**src/rtl/bounded_integer_set_table_top_assert.svh**
```systemverilog
// Assertion macros for the set table RTL.
`ifndef BOUNDED_INTEGER_SET_TABLE_TOP_ASSERT_SVH
`define BOUNDED_INTEGER_SET_TABLE_TOP_ASSERT_SVH

// Same-cycle implication, off while reset is held.
`define BIST_ASSERT_NOW(lbl, ante, cons, msg) \
    lbl: assert property (@(posedge i_clk) disable iff (!i_rst_n) (ante) |-> (cons)) \
        else $error(msg);

// Next-cycle implication, off while reset is held.
`define BIST_ASSERT_NEXT(lbl, ante, cons, msg) \
    lbl: assert property (@(posedge i_clk) disable iff (!i_rst_n) (ante) |=> (cons)) \
        else $error(msg);

`endif

```
**src/rtl/bist_pkg.sv**
```systemverilog
// Types, sizes and helpers for the bounded integer set table.
`timescale 1ns / 1ps

package bist_pkg;

    localparam int CAPACITY = 16;
    localparam int IDX_W    = $clog2(CAPACITY);
    localparam int CNT_W    = $clog2(CAPACITY + 1);
    localparam int COUNT_FIELD_W = 5;

    localparam logic [CNT_W-1:0] CAP_C = CNT_W'(CAPACITY);

    typedef enum logic [1:0] {
        OP_ADD      = 2'd0,
        OP_REMOVE   = 2'd1,
        OP_CONTAINS = 2'd2,
        OP_CLEAR    = 2'd3
    } t_op;

    typedef enum logic [1:0] {
        STS_OK   = 2'd0,
        STS_MISS = 2'd1,
        STS_FULL = 2'd2
    } t_status;

    typedef enum logic [1:0] {
        ST_IDLE,
        ST_FIND,
        ST_SHIFT,
        ST_DONE
    } t_state;

    typedef struct packed {
        t_op                op;
        logic signed [31:0] value;
    } t_req;

    typedef struct packed {
        logic                     hit;
        t_status                  status;
        logic [COUNT_FIELD_W-1:0] count;
    } t_rsp;

    // Low bits of the entry count as carried in a result.
    function automatic logic [COUNT_FIELD_W-1:0] cnt_field(input logic [CNT_W-1:0] c);
        logic [CNT_W+COUNT_FIELD_W-1:0] ext;
        ext = (CNT_W + COUNT_FIELD_W)'(c);
        return ext[COUNT_FIELD_W-1:0];
    endfunction

endpackage

```
**src/rtl/bist_core.sv**
```systemverilog
// Sequencer, entry memory and shared comparator of the set table.
`timescale 1ns / 1ps
`include "bounded_integer_set_table_top_assert.svh"

module bist_core import bist_pkg::*; (
    input  logic i_clk,
    input  logic i_rst_n,
    input  logic i_start,
    input  t_req i_req,
    input  logic i_take,
    output logic o_idle,
    output logic o_done,
    output t_rsp o_rsp
);

    logic [31:0]        r_mem [CAPACITY];
    logic [31:0]        r_rd_data;

    t_state             r_state, n_state;
    logic [CNT_W-1:0]   r_count, n_count;
    logic [CNT_W-1:0]   r_idx, n_idx;
    t_op                r_op, n_op;
    logic signed [31:0] r_value, n_value;
    logic               r_hit, n_hit;
    t_status            r_status, n_status;

    logic               w_we;
    logic [IDX_W-1:0]   w_waddr;
    logic [31:0]        w_wdata;
    logic [IDX_W-1:0]   w_raddr;
    logic [CNT_W:0]     w_idx_inc;
    logic               w_last;
    logic               w_match;
    logic               w_full;
    logic               w_empty;

    assign w_idx_inc = {1'b0, r_idx} + (CNT_W + 1)'(1);
    assign w_last    = !(w_idx_inc < {1'b0, r_count});
    assign w_match   = (r_rd_data == r_value);
    assign w_full    = (r_count == CAP_C);
    assign w_empty   = (r_count == '0);
    assign w_raddr   = n_idx[IDX_W-1:0];

    // Next state
    always_comb begin
        n_state = r_state;
        case (r_state)
            ST_IDLE: begin
                if (i_start) begin
                    if (i_req.op == OP_CLEAR || (i_req.op == OP_ADD && w_full) || w_empty) begin
                        n_state = ST_DONE;
                    end else begin
                        n_state = ST_FIND;
                    end
                end
            end
            ST_FIND: begin
                if (w_match) begin
                    n_state = (r_op == OP_REMOVE && !w_last) ? ST_SHIFT : ST_DONE;
                end else if (w_last) begin
                    n_state = ST_DONE;
                end
            end
            ST_SHIFT: begin
                if (w_last) begin
                    n_state = ST_DONE;
                end
            end
            ST_DONE: begin
                if (i_take) begin
                    n_state = ST_IDLE;
                end
            end
            default: n_state = ST_IDLE;
        endcase
    end

    // Datapath and memory port control
    always_comb begin
        n_idx    = r_idx;
        n_count  = r_count;
        n_op     = r_op;
        n_value  = r_value;
        n_hit    = r_hit;
        n_status = r_status;
        w_we     = 1'b0;
        w_waddr  = r_count[IDX_W-1:0];
        w_wdata  = r_value;
        case (r_state)
            ST_IDLE: begin
                if (i_start) begin
                    n_op     = i_req.op;
                    n_value  = i_req.value;
                    n_idx    = '0;
                    n_hit    = 1'b0;
                    n_status = STS_OK;
                    if (i_req.op == OP_CLEAR) begin
                        n_count = '0;
                    end else if (i_req.op == OP_ADD && w_full) begin
                        n_status = STS_FULL;
                    end else if (w_empty) begin
                        if (i_req.op == OP_ADD) begin
                            w_we    = 1'b1;
                            w_wdata = i_req.value;
                            n_count = r_count + CNT_W'(1);
                            n_hit   = 1'b1;
                        end else begin
                            n_status = STS_MISS;
                        end
                    end
                end
            end
            ST_FIND: begin
                if (w_match) begin
                    case (r_op)
                        OP_ADD:      n_status = STS_MISS;
                        OP_CONTAINS: n_hit    = 1'b1;
                        OP_REMOVE: begin
                            if (w_last) begin
                                n_count = r_count - CNT_W'(1);
                                n_hit   = 1'b1;
                            end else begin
                                n_idx = w_idx_inc[CNT_W-1:0];
                            end
                        end
                        default: n_status = STS_OK;
                    endcase
                end else if (w_last) begin
                    if (r_op == OP_ADD) begin
                        w_we    = 1'b1;
                        n_count = r_count + CNT_W'(1);
                        n_hit   = 1'b1;
                    end else begin
                        n_status = STS_MISS;
                    end
                end else begin
                    n_idx = w_idx_inc[CNT_W-1:0];
                end
            end
            ST_SHIFT: begin
                // move the entry just read down one place
                w_we    = 1'b1;
                w_waddr = r_idx[IDX_W-1:0] - IDX_W'(1);
                w_wdata = r_rd_data;
                if (w_last) begin
                    n_count = r_count - CNT_W'(1);
                    n_hit   = 1'b1;
                end else begin
                    n_idx = w_idx_inc[CNT_W-1:0];
                end
            end
            default: begin
            end
        endcase
    end

    assign o_idle       = (r_state == ST_IDLE);
    assign o_done       = (r_state == ST_DONE);
    assign o_rsp.hit    = r_hit;
    assign o_rsp.status = r_status;
    assign o_rsp.count  = cnt_field(r_count);

    always_ff @(posedge i_clk) begin
        if (w_we) begin
            r_mem[w_waddr] <= w_wdata;
        end
        r_rd_data <= r_mem[w_raddr];
    end

    always_ff @(posedge i_clk) begin
        if (!i_rst_n) begin
            r_state <= ST_IDLE;
            r_count <= '0;
        end else begin
            r_state <= n_state;
            r_count <= n_count;
        end
    end

    always_ff @(posedge i_clk) begin
        r_idx    <= n_idx;
        r_op     <= n_op;
        r_value  <= n_value;
        r_hit    <= n_hit;
        r_status <= n_status;
    end

    `BIST_ASSERT_NOW(a_count_bound, 1'b1, r_count <= CAP_C, "entry count above capacity")
    `BIST_ASSERT_NOW(a_scan_in_range, r_state == ST_FIND || r_state == ST_SHIFT,
        r_idx < r_count, "scan index beyond held entries")
    `BIST_ASSERT_NOW(a_shift_on_remove, r_state == ST_SHIFT, r_op == OP_REMOVE,
        "shift outside a remove")
    `BIST_ASSERT_NOW(a_start_when_idle, i_start, r_state == ST_IDLE, "start while busy")
    `BIST_ASSERT_NEXT(a_done_holds, r_state == ST_DONE && !i_take,
        r_state == ST_DONE && $stable(r_count), "pending result changed")

endmodule

```
**src/rtl/bounded_integer_set_table_top.sv**
```systemverilog
// Top level of the bounded integer set table: stream ports and result register.
`timescale 1ns / 1ps

// Bounded set of up to CAPACITY (16) distinct signed 32-bit integers.
// Slave channel: tuser carries the opcode (add, remove, contains, clear),
// tdata the 32-bit value. Master channel: one beat per accepted beat, with
// tuser holding hit and status, tdata the entry count after the operation.
// A single sequencer walks the stored entries with one comparator and one
// memory with a read port and a write port (one read and one write per
// cycle). Clear, add to a full set and any operation on an empty set
// register their result in the cycle after accept. Every other operation
// scans the held entries, plus the shift-down after the match on remove,
// and ends early when a lookup or a duplicate hits. The slave side is not
// ready while an operation runs.
// Stall: the result sits in an output register; the next beat is accepted
// while it waits, but that beat's result holds in the sequencer until the
// register frees up.
// Reset: synchronous, active low; empties the set and drops any pending
// result. Memory contents are not cleared, no clearing pass is needed.
module bounded_integer_set_table_top import bist_pkg::*; (
    input  logic        i_clk,
    input  logic        i_rst_n,
    input  logic        i_s_axis_tvalid,
    output logic        o_s_axis_tready,
    input  logic [31:0] i_s_axis_tdata,   // [31:0] value
    input  logic [1:0]  i_s_axis_tuser,   // [1:0] opcode
    output logic        o_m_axis_tvalid,
    input  logic        i_m_axis_tready,
    output logic [7:0]  o_m_axis_tdata,   // [4:0] count, [7:5] zero
    output logic [2:0]  o_m_axis_tuser    // [0] hit, [2:1] status
);

    t_req w_req;
    t_rsp w_rsp;
    logic w_idle;
    logic w_done;
    logic w_start;
    logic w_take;

    logic r_out_valid;
    t_rsp r_out;

    assign w_req.op    = t_op'(i_s_axis_tuser);
    assign w_req.value = i_s_axis_tdata;
    assign w_start     = i_s_axis_tvalid && w_idle;
    assign w_take      = w_done && (!r_out_valid || i_m_axis_tready);

    bist_core u_core (
        .i_clk   (i_clk),
        .i_rst_n (i_rst_n),
        .i_start (w_start),
        .i_req   (w_req),
        .i_take  (w_take),
        .o_idle  (w_idle),
        .o_done  (w_done),
        .o_rsp   (w_rsp)
    );

    always_ff @(posedge i_clk) begin
        if (!i_rst_n) begin
            r_out_valid <= 1'b0;
        end else if (w_take) begin
            r_out_valid <= 1'b1;
        end else if (i_m_axis_tready) begin
            r_out_valid <= 1'b0;
        end
    end

    // load a new beat whenever the core hands one over
    always_ff @(posedge i_clk) begin
        if (w_take) begin
            r_out <= w_rsp;
        end
    end

    assign o_s_axis_tready = w_idle;
    assign o_m_axis_tvalid = r_out_valid;
    assign o_m_axis_tdata  = {3'b000, r_out.count};
    assign o_m_axis_tuser  = {r_out.status, r_out.hit};

endmodule
```
**config.mk**
```make
export PLATFORM = sky130hd
export DESIGN_NAME = bounded_integer_set_table_top
export DESIGN_NICKNAME = d
export VERILOG_FILES = /design/src/rtl/bist_pkg.sv /design/src/rtl/bist_core.sv /design/src/rtl/bounded_integer_set_table_top.sv
export VERILOG_INCLUDE_DIRS = /design/src /design/src/rtl
export SDC_FILE = /design/constraint.sdc
export NUM_CORES = 1
export LEC_CHECK = 0
export ABC_AREA = 0
export BUFFER_PORTS_ARGS = -buffer_cell sky130_fd_sc_hd__clkbuf_2
export CAP_MARGIN = 20
export CORE_MARGIN = 5
export CORE_UTILIZATION = 56
export CTS_CLUSTER_DIAMETER = 80
export CTS_CLUSTER_SIZE = 24
export DETAILED_ROUTE_END_ITERATION = 16
export PLACE_DENSITY = 0.75
export REMOVE_ABC_BUFFERS = 1
export SLEW_MARGIN = 20
export SYNTH_ARGS = -nofsm -noshare
export SYNTH_HDL_FRONTEND = slang
export SYNTH_HIERARCHICAL = 1
export SYNTH_SLANG_ARGS = --single-unit
```
**constraint.sdc**
```tcl
create_clock -name i_clk -period 5.4 [get_ports i_clk]
set_input_delay 0 -clock i_clk [delete_from_list [all_inputs] [get_ports i_clk]]
set_output_delay 0 -clock i_clk [all_outputs]
set_load 0.005 [all_outputs]
```
==> results list, run 1 <==
* Final min period: 4.89 ns
- Commonest cells post-synth: sky130_fd_sc_hd__edfxtp_1, sky130_fd_sc_hd__mux2_2, sky130_fd_sc_hd__nand2_1
- The final layout contains 1664 nets.
- In this run the deepest clock path goes through 3 buffers.
- The HPWL after detailed placement is 32900 um.
- Hold violation count in the final report: 0
- Count of different cell masters after synthesis: 73
- For this design, the CTS-stage hold fixing added 37 buffers.
* Tcrit/Tclk final: 90.5%
* Synthesis-to-finish area growth: 9.41%
- Setup slack after placement: 0.716 ns
- Iteration-0 DRC Markers: 1775
- First-pass GRT wire length: 87900 um
- Endpoint with the worst hold slack: u_core/r_state[1]
- Grouping stages by cell kind, the critical path spends the most delay in simple AND/OR/NAND/NOR gates.
* Placeable core area: 44200 sq um
- Die height: 221 um
- PnR worst setup slack: 0.513 ns
- Cell chosen for the clock root: sky130_fd_sc_hd__clkbuf_16
- Post-cts resize count: 0
- The most used flip-flop cell after synthesis is sky130_fd_sc_hd__edfxtp_1.
* Cell type with the highest aggregate area in the netlist: sky130_fd_sc_hd__edfxtp_1
- Placer congestion estimate: 0.842
- Detailed routing inserted a total of 14163 vias.
* Later-pin clock latency in the skew report: 0.62 ns
- For the pin with the worst max-slew slack, the measured transition is 1.12 ns.
- The worst hold path belongs to the class in -> reg.
- The startpoint identified for the worst register-to-register timing path is u_core/r_idx[0].
- Areal power density over the cells: 573 nW/um^2
* Launching element type of the critical path: flop
- Top-level port count: 51
- The final layout contains routed wiring with a total length of 59700 um.
* Count of buffer and inverter cells on the critical path: 3
- Area share of the largest cell type after synthesis: 67.0%
* Unrepaired setup endpoints after global routing: false
- Width of the chip: 221 um
* First-pass DRT Iterations: 6
- The largest single stage delay on the critical path is 0.56 ns.
* Synth async-reset ratio: 0%
- The floorplan step defined a die boundary enclosing 49000 sq um.
- Average via count per standard cell: 6.36
* Sinks on the clock net: 602
- STA puts the critical path data required time at 5.90 ns.
- Number of cells on the worst reg-to-reg path: 14
- Based on the critical path, the design can be clocked at up to 205 MHz.
- Clock buffers created by TritonCTS: 31
- Setup slack of the most critical reg-to-reg path: 0.51 ns
* Worst path arrival time: 5.39 ns
- Cell-by-cell listing of the critical path: inv_1 > ha_1 > ha_1 > o21a_1 > a211oi_2 > o21ai_2 > nand2_1 > nand3_1 > nand2_2 > inv_8 > buf_12 > mux2_2 > o22ai_1 > nor4_2
- Cell with the largest stage delay on the worst path: sky130_fd_sc_hd__o21ai_2
- Critical path endpoint category: flop
- Maximum fanout encountered on the critical timing path: 53
* Share of cells above drive strength 1: 23.7%
- Initial Util: 56.5%
* R2R Path End: u_core/r_rd_data[9]
- The initial antenna violation count came to 0.
* GRT Overall Usage: 23.7%
* Number of instances in the synthesized netlist: 1534
- Sequential cells were found to cover 70.6% of the synthesized design area.
* Dominant cells by area after synthesis: sky130_fd_sc_hd__edfxtp_1, sky130_fd_sc_hd__mux2_2, sky130_fd_sc_hd__dfxtp_1
* Detail Route Antenna Nets: 0
* Pins over their slew limit: 0
- Input and output buffers added on the ports amount to 47.
- After clock tree synthesis, the setup repair step added 0 buffers.
* Pin count of the biggest net entering global routing: 54
* Layout Skew: 0.0253 ns
* Critical path type: reg -> reg
- Run status: finished clean
- Cell mode on critical path: sky130_fd_sc_hd__ha_1
- Logic depth of the worst setup path including buffers: 14
* Worst relative slew slack: 25.4%
* Number of DRC violations after detailed routing: 0
- Library cell with the highest instance count after synthesis: sky130_fd_sc_hd__edfxtp_1
- During synthesis, Yosys emitted a total of 6 warnings.
- Number of enable flip-flop cells after synthesis: 558
* Via count of the first global-routing pass: 13848
- Along the worst hold path, the cell count comes to 5.
* Launch point of the worst hold path: i_s_axis_tvalid
- Max-cap violations in this run came to 0.
- TritonCTS built the clock tree.
- For this design the static power due to leakage is 8.76 nW.
- Count of standard-cell rows: 77
- Post-Route Hold Slack: 0.0648 ns
- Maximum level of the CTS H-tree: 1
* Clock-pin transition on the worst setup and hold timing paths: 0.09 ns
* Average size of a mapped cell: 16.3 sq um
* Post-Synthesis Cell Area: 25000 sq um
* Count of state elements after synthesis: 602
- Worst-case vdd ir drop: 322 uV
* Total global routing overflow: 0
- After detailed routing, the average wire length per cell comes to 26.8 um.
- Setup violations remaining at the end of the flow were counted as 0.
-- flip-flops by register name (all words and copies together), names as in the netlist --
register          count
o_m_axis_tuser        3
o_m_axis_tdata        5
u_core/r_state        2
u_core/r_rd_data     32
u_core/r_value       32
u_core/r_hit          1
u_core/r_count        5
o_m_axis_tvalid       1
u_core/r_mem        512
u_core/r_status       2
u_core/r_idx          5
u_core/r_op           2
-- routing by layer --
metal | wire [um] | track usage [%]
met1 | 24800 | 34.0
met2 | 27700 | 37.9
met3 | 4910 | 3.42
met4 | 2310 | 7.72
met5 | 0 | 0
-- power breakdown --
part           total (mW)  internal (mW)  switching [mW]
clock network        2.60           1.15            1.45
logic                6.02           2.14            3.87
registers            7.05           6.80           0.254
total                15.7           10.1            5.57
-- logic make-up after synthesis --
group	Yosys count	synth area share [%]
AND/OR/NAND/NOR	258	5.90
buffers and inverters	109	2.34
XOR/XNOR	43	1.51
flip-flops	602	70.6
adder cells (fa/ha/maj)	15	0.751
other	1	0.0150
multiplexers	235	10.2
AO/OA/AOI/OAI	271	8.69
-- how the worst max path moves through the flow --
stage	startpoint	endpoint	slack (ns)
global placement	u_core/r_idx[0]	u_core/r_rd_data[6]	0.84
CTS	u_core/r_idx[0]	u_core/r_rd_data[9]	0.68
floorplan	u_core/r_state[0]	u_core/r_rd_data[29]	-1.21
global route	u_core/r_idx[0]	u_core/r_rd_data[21]	0.25
finish	u_core/r_idx[0]	u_core/r_rd_data[9]	0.51
detailed placement	u_core/r_idx[0]	u_core/r_rd_data[9]	0.72
-- layout make-up --
class	count	area, sq um
Sequential cell	602	17600
Fill cell	3097	16900
Multi-Input combinational cell	825	6880
Timing Repair Buffer	128	1040
Clock buffer	48	840
Tap cell	592	741
Clock inverter	9	116
Inverter	23	96.3
Antenna cell	1	2.50
-- through the flow --
stage	TNS, ns	utilization [%]	instances	area, sq um	power (mW)
finish	0	61.8	2228	27300	15.7
CTS	0	61.8	2227	27300	15.6
global placement	0	58.8	2133	26000	12.9
global route	0	61.8	2227	27300	16.3
floorplan	-112.28	-	1450	24500	11.3
detailed placement	0	58.8	2133	26000	13.0
-- cell usage in the layout, fill, tap and decap left out, types with 5 or more instances in the layout --
| cell type | n |
|---|---|
| sky130_fd_sc_hd__edfxtp_1 | 558 |
| sky130_fd_sc_hd__mux2_2 | 164 |
| sky130_fd_sc_hd__nand2_1 | 99 |
| sky130_fd_sc_hd__mux2i_1 | 71 |
| sky130_fd_sc_hd__o22ai_1 | 55 |
| sky130_fd_sc_hd__clkbuf_2 | 47 |
| sky130_fd_sc_hd__dfxtp_1 | 44 |
| sky130_fd_sc_hd__xnor2_1 | 42 |
| sky130_fd_sc_hd__dlygate4sd3_1 | 37 |
| sky130_fd_sc_hd__buf_4 | 36 |
| sky130_fd_sc_hd__a21boi_0 | 34 |
| sky130_fd_sc_hd__a221o_1 | 32 |
| sky130_fd_sc_hd__clkbuf_16 | 31 |
| sky130_fd_sc_hd__nor2_1 | 29 |
| sky130_fd_sc_hd__a22o_1 | 26 |
| sky130_fd_sc_hd__nor4_2 | 25 |
| sky130_fd_sc_hd__inv_1 | 20 |
| sky130_fd_sc_hd__o21ai_0 | 20 |
| sky130_fd_sc_hd__o22ai_2 | 20 |
| sky130_fd_sc_hd__clkbuf_1 | 17 |
| sky130_fd_sc_hd__and3_1 | 16 |
| sky130_fd_sc_hd__a211oi_1 | 15 |
| sky130_fd_sc_hd__ha_1 | 13 |
| sky130_fd_sc_hd__nand4_1 | 11 |
| sky130_fd_sc_hd__a21oi_1 | 10 |
| sky130_fd_sc_hd__a32oi_1 | 9 |
| sky130_fd_sc_hd__nand3_1 | 8 |
| sky130_fd_sc_hd__and4_1 | 8 |
| sky130_fd_sc_hd__buf_12 | 8 |
| sky130_fd_sc_hd__nor3_1 | 7 |
| sky130_fd_sc_hd__a22oi_1 | 7 |
| sky130_fd_sc_hd__o22a_1 | 7 |
| sky130_fd_sc_hd__and2_2 | 6 |
| sky130_fd_sc_hd__o21bai_1 | 6 |
| sky130_fd_sc_hd__o21a_1 | 5 |
| sky130_fd_sc_hd__nor2_4 | 5 |
| sky130_fd_sc_hd__nor4_1 | 5 |
-- tightest hold or removal path: cells and delay by family --
| family | cells | cell delay (ns) |
|---|---|---|
| buffers and inverters | 1 | 0.08 |
| AND/OR/NAND/NOR | 2 | 0.29 |
| AO/OA/AOI/OAI | 2 | 0.26 |
No activity file was read; power rests on OpenSTA's default activity.
==> inputs of run 2 (changes only) <==
--- a/config.mk
+++ b/config.mk
@@ -9,11 +9,12 @@
 export ABC_AREA = 0
 export BUFFER_PORTS_ARGS = -buffer_cell sky130_fd_sc_hd__clkbuf_2
 export CAP_MARGIN = 20
-export CORE_MARGIN = 5
+export CORE_MARGIN = 1.5
 export CORE_UTILIZATION = 56
 export CTS_CLUSTER_DIAMETER = 80
 export CTS_CLUSTER_SIZE = 24
 export DETAILED_ROUTE_END_ITERATION = 16
+export GPL_TIMING_DRIVEN = 0
 export PLACE_DENSITY = 0.75
 export REMOVE_ABC_BUFFERS = 1
 export SLEW_MARGIN = 20
==> results list, run 2 (same netlist as run 1, synthesis figures left out) <==
* Placer congestion estimate: 0.887 (+5.3%)
* Met2 WL post-DR: 27800 um (+0.57%)
- Ant diodes: 0 (-1)
* Largest delay share family, worst path: compound AO/OA/AOI/OAI gates
* Hold violation count in the final report: 0 (unchanged)
- Number of maximum-capacitance violations: 0 (unchanged)
* Die area: 45900 sq um (-6.2%)
* Clock-pin transition on the worst setup and hold timing paths: 0.09 ns (about the same)
- Via count of the first global-routing pass: 14046 (+1.4%)
- Count of buffer and inverter cells on the critical path: 3 (unchanged)
- In the final layout, the registers with the most flip-flops are u_core/r_mem: 512 flops, u_core/r_rd_data: 32 flops, u_core/r_value: 32 flops.
- Final core utilization: 62.6% (+0.77 points)
- Worst path arrival time: 5.51 ns (+0.12 ns)
- The DRC violation count after routing came to 0 (unchanged).
- Vias after detailed routing: 14295 (+0.93%)
* Net switching fraction of the power: 35.6% (+0.078 points)
- The leakage power of the design was 8.90 nW (+1.5%).
- The flip-flop count of the largest register, all copies and words added is 512 (unchanged).
- The number of rows in the core area was 77 (unchanged).
* Maximum fanout encountered on the critical timing path: 93 (+75%)
- Unrepaired setup endpoints after global routing: false
- The vertical extent of the die is 214 um (-3.2%).
- Largest stage delay on the critical path: 0.69 ns (+0.13 ns)
* Run status: finished clean
- Proportion of power drawn by the clock network: 15.9% (-0.7 points)
- Top-level port count: 51 (unchanged)
- The net switching component of the power is 5.61 mW (+0.61%).
* Tcrit/Tclk final: 92.4% (+1.9 points)
- Sinks on the clock net: 602 (unchanged)
- The power density over the cells was 569 nW/um^2 (-0.63%).
- TritonCTS built the clock tree.
- The total placed cells including tap cells was 2149 (+0.75%).
- Number of port buffers: 47 (unchanged)
* Initial Util: 56.6% (+0.12 points)
- The placeable core area came to 44100 sq um (-0.22%).
* Number of nets in the final layout: 1679 (+0.90%)
- Sum of negative setup slack: 0 ns (unchanged)
- Antenna violations before repair: 0 (unchanged)
* Top routing layer in use: met4
* Number of failing setup endpoints in the final timing report: 0 (unchanged)
- Filler instances: 3160 (+2.0%)
* Transition time of the tightest slew-check pin: 1.05 ns (-0.0713 ns)
- Width of the chip: 214 um (-3.2%)
- Area of the multi-input gates: 6940 sq um (+0.87%)
* Later-pin clock latency in the skew report: 0.63 ns (about the same)
* Sequential Power Share: 44.7% (-0.3 points)
- Reg with most FFs: u_core/r_mem
- Clock tree synthesis selected as its root buffer the cell sky130_fd_sc_hd__clkbuf_16.
- The critical path data required time is 5.93 ns (+0.03 ns).
* Average via count per standard cell: 6.38 (+0.30%)
* Hold Crit Class: in -> reg
- Fin cells: 2242 (+0.63%)
- GRT Overall Usage: 25.8% (+2.1 points)
- Routed length per placed instance: 26.7 um (-0.27%)
- Cell with the largest stage delay on the worst path: sky130_fd_sc_hd__o41ai_4
* Final wirelength: 59900 um (+0.35%)
* Setup slack of the most critical reg-to-reg path: 0.41 ns (-0.10 ns)
- Pins over their slew limit: 0 (unchanged)
- Maximum level of the CTS H-tree: 1 (unchanged)
* Post-Route M1 WL: 24900 um (+0.35%)
- The post-detailed-route count of antenna-violating nets came to 0 (unchanged).
* Cell mode on critical path: sky130_fd_sc_hd__ha_1
- The area growth from synthesis to layout is 10.5%.
* Max Buffers Root-to-Sink: 3 (unchanged)
* Storage cell area: 17600 sq um (unchanged)
- The wire length of the first global-routing pass was 88400 um (+0.55%).
- The time the worst path needs with I/O delays and setup came to 4.99 ns (+0.101 ns).
- The first-iteration detailed-routing DRC count is 1966 (+11%).
- The critical path goes through inv_1 > ha_1 > ha_1 > o21a_1 > a211oi_2 > o21ai_4 > o41ai_4 > nand2_4 > clkinv_8 > buf_16 > mux2_2 > o22a_1 > and4_1.
- The worst IR drop on VDD was 346 uV (+7.2%).
* Internal Pwr Total: 10.1 mW (+0.27%)
- Post-Route Hold Slack: 0.0986 ns (+0.0338 ns)
- Critical path type: reg -> reg
* Highest-count cells in the layout ignoring fill and taps: sky130_fd_sc_hd__edfxtp_1, sky130_fd_sc_hd__mux2_2, sky130_fd_sc_hd__nand2_1, sky130_fd_sc_hd__mux2i_1, sky130_fd_sc_hd__o22ai_1
- Critical path endpoint category: flop
* Total global routing overflow: 0 (unchanged)
- The max-slew headroom at the worst pin was 30.1% (+4.7 points).
- Pin count of the biggest net entering global routing: 94 (+74%)
* Routed length on met3: 5390 um (+9.6%)
- The number of iterations in the first detailed-routing pass was 7 (+1).
- Clock buffers created by TritonCTS: 30 (-3.2%)
- The proportion of layout cells with a drive suffix above 1 was 24.2% (+0.51 points).
- The maximum clock frequency is 200 MHz (-2.0%).
- The clock skew came to 0.0357 ns (+0.0103 ns).
- Most common library cell in the layout ignoring fill and taps: sky130_fd_sc_hd__edfxtp_1
- The share of power burned in combinational logic was 39.3% (+0.9 points).
- Final HPWL from detailed placement: 34800 um (+5.9%)
- Launching element type of the critical path: flop
## run 2: power by group through the flow
| stage | Clock [mW] | Sequential, mW | Combinational, mW |
|---|---|---|---|
| 2_1_floorplan | 0 | 7.07 | 4.19 |
| 3_3_place_gp | 0 | 7.16 | 5.82 |
| 3_5_place_dp | 0 | 7.14 | 6.02 |
| 4_1_cts | 2.53 | 7.03 | 6.07 |
| 5_1_grt | 2.69 | 7.08 | 6.58 |
| 6_report | 2.51 | 7.04 | 6.18 |
## run 2: path summary, 6_finish.rpt
path | start | to | cells after the start
setup / recovery | u_core/r_idx[0] | u_core/r_rd_data[13] | 13
hold / removal | i_s_axis_tdata[17] | u_core/r_value[17] | 2
setup reg to reg | u_core/r_idx[0] | u_core/r_rd_data[13] | 13
hold reg to reg | u_core/r_status[1] | o_m_axis_tuser[2] | 0
## run 2: metrics by stage
step	setup WS (ns)	power, mW	instance area, sq um
3_3_place_gp	-7.57	13.0	25500
4_1_cts	0.0287	15.6	27600
6_report	0.412	15.7	27600
3_5_place_dp	0.0160	13.2	26300
2_1_floorplan	-1.21	11.3	24500
5_1_grt	0.213	16.4	27600
## run 2: metal layers
layer,global-route usage [%],vias to the layer above
met2,41.0,721
met3,4.10,114
met1,37.1,7249
met4,7.75,0
met5,0,-
li1,-,6211
## run 2: cell type report
class                           instances  area share (%)
Timing Repair Buffer                  144            4.74
Inverter                               23           0.367
Clock inverter                          5           0.263
Multi-Input combinational cell        825            25.1
Clock buffer                           51            3.00
Tap cell                              592            2.68
Sequential cell                       602            63.8
## run 2: repair_timing
item | CTS | global route
endpoints found under the hold margin | 53 | 0
endpoints found under the setup margin | 0 | 23
hold buffers | 37 | 0
gates resized for setup | 0 | 3
buffers inserted | 0 | 0
==> inputs of run 3 (changes only) <==
--- a/config.mk
+++ b/config.mk
@@ -16,7 +16,6 @@
 export DETAILED_ROUTE_END_ITERATION = 16
 export GPL_TIMING_DRIVEN = 0
 export PLACE_DENSITY = 0.75
-export REMOVE_ABC_BUFFERS = 1
 export SLEW_MARGIN = 20
 export SYNTH_ARGS = -nofsm -noshare
 export SYNTH_HDL_FRONTEND = slang
==> results list, run 3 (same netlist as run 1, synthesis figures left out) <==
- Placer congestion estimate: 0.908 (+2.4%)
- Worst-case vdd ir drop: 325 uV (-5.9%)
- The clock skew came to 0.0362 ns (+0.000577 ns).
- Share of cells above drive strength 1: 24.7% (+0.50 points)
* Power consumption: 16.1 mW (+2.3%)
- The setup fix buffers added after clock tree synthesis came to 0 (unchanged).
- The antenna diode instance count came to 0 (unchanged).
* Biggest regs: u_core/r_mem: 512 flops, u_core/r_rd_data: 32 flops, u_core/r_value: 32 flops
- Via count of the first global-routing pass: 14492 (+3.2%)
- Vias after detailed routing: 14706 (+2.9%)
- Static leakage power: 9.07 nW (+1.9%)
- Die height: 214 um (unchanged)
* Pins over their slew limit: 0 (unchanged)
- Number of DRC violations after detailed routing: 0 (unchanged)
- The number of iterations in the first detailed-routing pass is 6 (-1).
- Average via count per standard cell: 6.36 (-0.33%)
* Worst relative slew slack: 25.5% (-4.6 points)
- The initial antenna violation count came to 1 (+1).
- Internal Pwr Total: 10.2 mW (+0.29%)
* Largest stage delay on the critical path: 0.68 ns (about the same)
- The share of power burned in combinational logic came to 40.4% (+1.1 points).
- Transition time of the tightest slew-check pin: 1.12 ns (+0.0703 ns)
* Later-pin clock latency in the skew report: 0.62 ns (about the same)
- Cell chosen for the clock root: sky130_fd_sc_hd__clkbuf_16
* Net switching fraction of the power: 36.9% (+1.3 points)
- Critical path type: reg -> reg
- The flow ran to the end, and the final reports show no timing, DRC or antenna violations.
- The flip-flop count of the largest register, all copies and words added is 512 (unchanged).
- The post-layout utilization of the core came to 63.0% (+0.39 points).
- The maximum net fanout on the critical path came to 10 (-89%).
- Critical path endpoint category: flop
- Number of port buffers: 47 (unchanged)
- Worst path arrival time: 5.29 ns (-0.22 ns)
- Counting flops per register, the top entry is u_core/r_mem.
- Cell-by-cell listing of the critical path: inv_1 > ha_1 > ha_1 > o21a_1 > a211oi_2 > o21ai_2 > clkbuf_1 > nand2_1 > o21a_1 > nor2_1 > nand2_1 > nor3_2 > buf_4 > buf_4
* Top-level port count: 51 (unchanged)
- Sequential Power Share: 43.8% (-0.9 points)
* Final min period: 4.97 ns (-0.0189 ns)
- Width of the chip: 214 um (unchanged)
- The library cell used most frequently in the layout, excluding fill and tap cells, is sky130_fd_sc_hd__edfxtp_1.
- Hold Crit Class: in -> reg
- Areal power density over the cells: 579 nW/um^2 (+1.7%)
- TritonCTS built the clock tree.
- The post-detailed-route count of antenna-violating nets is 0 (unchanged).
* Unrepaired setup endpoints after global routing: false
* Initial Util: 56.6% (unchanged)
- Tcrit/Tclk final: 92.0% (-0.35 points)
* Placeable core area: 44100 sq um (unchanged)
* Cell with the largest stage delay on the worst path: sky130_fd_sc_hd__nor3_2
- The largest net degree at the start of global routing came to 33 (-65%).
- The die outline area came to 45900 sq um (unchanged).
- The maximum level of the CTS H-tree was 1 (unchanged).
* Final HPWL from detailed placement: 42100 um (+21%)
- Number of maximum-capacitance violations: 0 (unchanged)
- GRT Overall Usage: 27.2% (+1.4 points)
- Max Buffers Root-to-Sink: 3 (unchanged)
- Hold violation count in the final report: 0 (unchanged)
* Filler instances: 3212 (+1.6%)
- The slack of the worst reg-to-reg path came to 0.43 ns (+0.02 ns).
- Iteration-0 DRC Markers: 2018 (+2.6%)
- Clock buffers created by TritonCTS: 30 (unchanged)
- The kind of cell with the highest combined delay along the critical path is simple AND/OR/NAND/NOR gates.
* P_sw: 5.94 mW (+6.0%)
* Timing-limited maximum frequency: 201 MHz (+0.38%)
* First-pass GRT wire length: 92300 um (+4.5%)
- Synthesis-to-finish area growth: 11.2%
* Count of buffer and inverter cells on the critical path: 4 (+1)
- Count of standard-cell rows: 77 (unchanged)
- The critical path data required time is 5.72 ns (-0.21 ns).
- Number of nets in the final layout: 1751 (+4.3%)
- Proportion of power drawn by the clock network: 15.8% (about the same)
- The clock slew at the register clock pins of the worst setup and hold paths was 0.10 ns (about the same).
- Total global routing overflow: 0 (unchanged)
* Launching element type of the critical path: flop
* Routed length per placed instance: 27.3 um (+2.3%)
- Highest-count cells in the layout ignoring fill and taps: sky130_fd_sc_hd__edfxtp_1, sky130_fd_sc_hd__mux2_2, sky130_fd_sc_hd__nand2_1, sky130_fd_sc_hd__mux2i_1, sky130_fd_sc_hd__clkbuf_1
* Number of failing setup endpoints in the final timing report: 0 (unchanged)
- The routed wire length came to 63300 um (+5.6%).
* Sinks on the clock net: 602 (unchanged)
- The worst-case hold slack was 0.0696 ns (-0.0290 ns).
[run 3: worst paths after layout]
check                   endpoint          startpoint  cells after the start
max          u_core/r_mem[7][24]     u_core/r_idx[0]                     14
min            u_core/r_state[1]     i_s_axis_tvalid                      5
max reg2reg  u_core/r_mem[7][24]     u_core/r_idx[0]                     14
min reg2reg    o_m_axis_tuser[1]  u_core/r_status[0]                      0
[run 3: power by group through the flow]
stage               clock network (mW)  logic, mW  registers, mW
floorplan                            0       4.26           7.07
global placement                     0       6.03           7.15
detailed placement                   0       6.34           7.14
CTS                               2.57       6.39           7.04
global route                      2.72       6.88           7.09
finish                            2.54       6.51           7.05
[run 3: cell type report]
type,count,area [sq um],share of cell area [%]
plain buffers,86,497,1.79
clock buffers,51,851,3.06
clock inverters,5,53.8,0.194
inverters,23,88.8,0.320
multi-input cells,825,6850,24.6
flip-flops and latches,602,17600,63.4
well taps,592,741,2.66
repair buffers,130,1080,3.89
[run 3: tightest hold or removal path, stage by stage]
cell                       delay, ns
sky130_fd_sc_hd__clkbuf_2       0.07
sky130_fd_sc_hd__and2_1         0.20
sky130_fd_sc_hd__nor2b_1        0.12
sky130_fd_sc_hd__o21ai_0        0.15
sky130_fd_sc_hd__a21boi_0       0.08
[run 3: what timing repair did]
item | CTS | global route
resized for setup | 0 | 0
hold buffers | 37 | 0
hold endpoints to repair | 53 | 0
[run 3: layer usage]
layer | GRT usage (%) | wire (um)
met4 | 8.71 | 2130
met2 | 45.4 | 30500
met5 | 0 | 0
met1 | 37.5 | 25200
met3 | 3.45 | 5490
[run 3: through the flow]
step                      cell area (sq um)  cells  setup slack (ns)  setup TNS, ns
after floorplan                       25000   1536            -0.453         -54.98
after global placement                26000   2175             -4.96        -856.88
after detailed placement              26500   2221             0.579              0
after CTS                             27800   2314             0.512              0
after global routing                  27800   2314             0.241              0
final                                 27800   2314             0.431              0
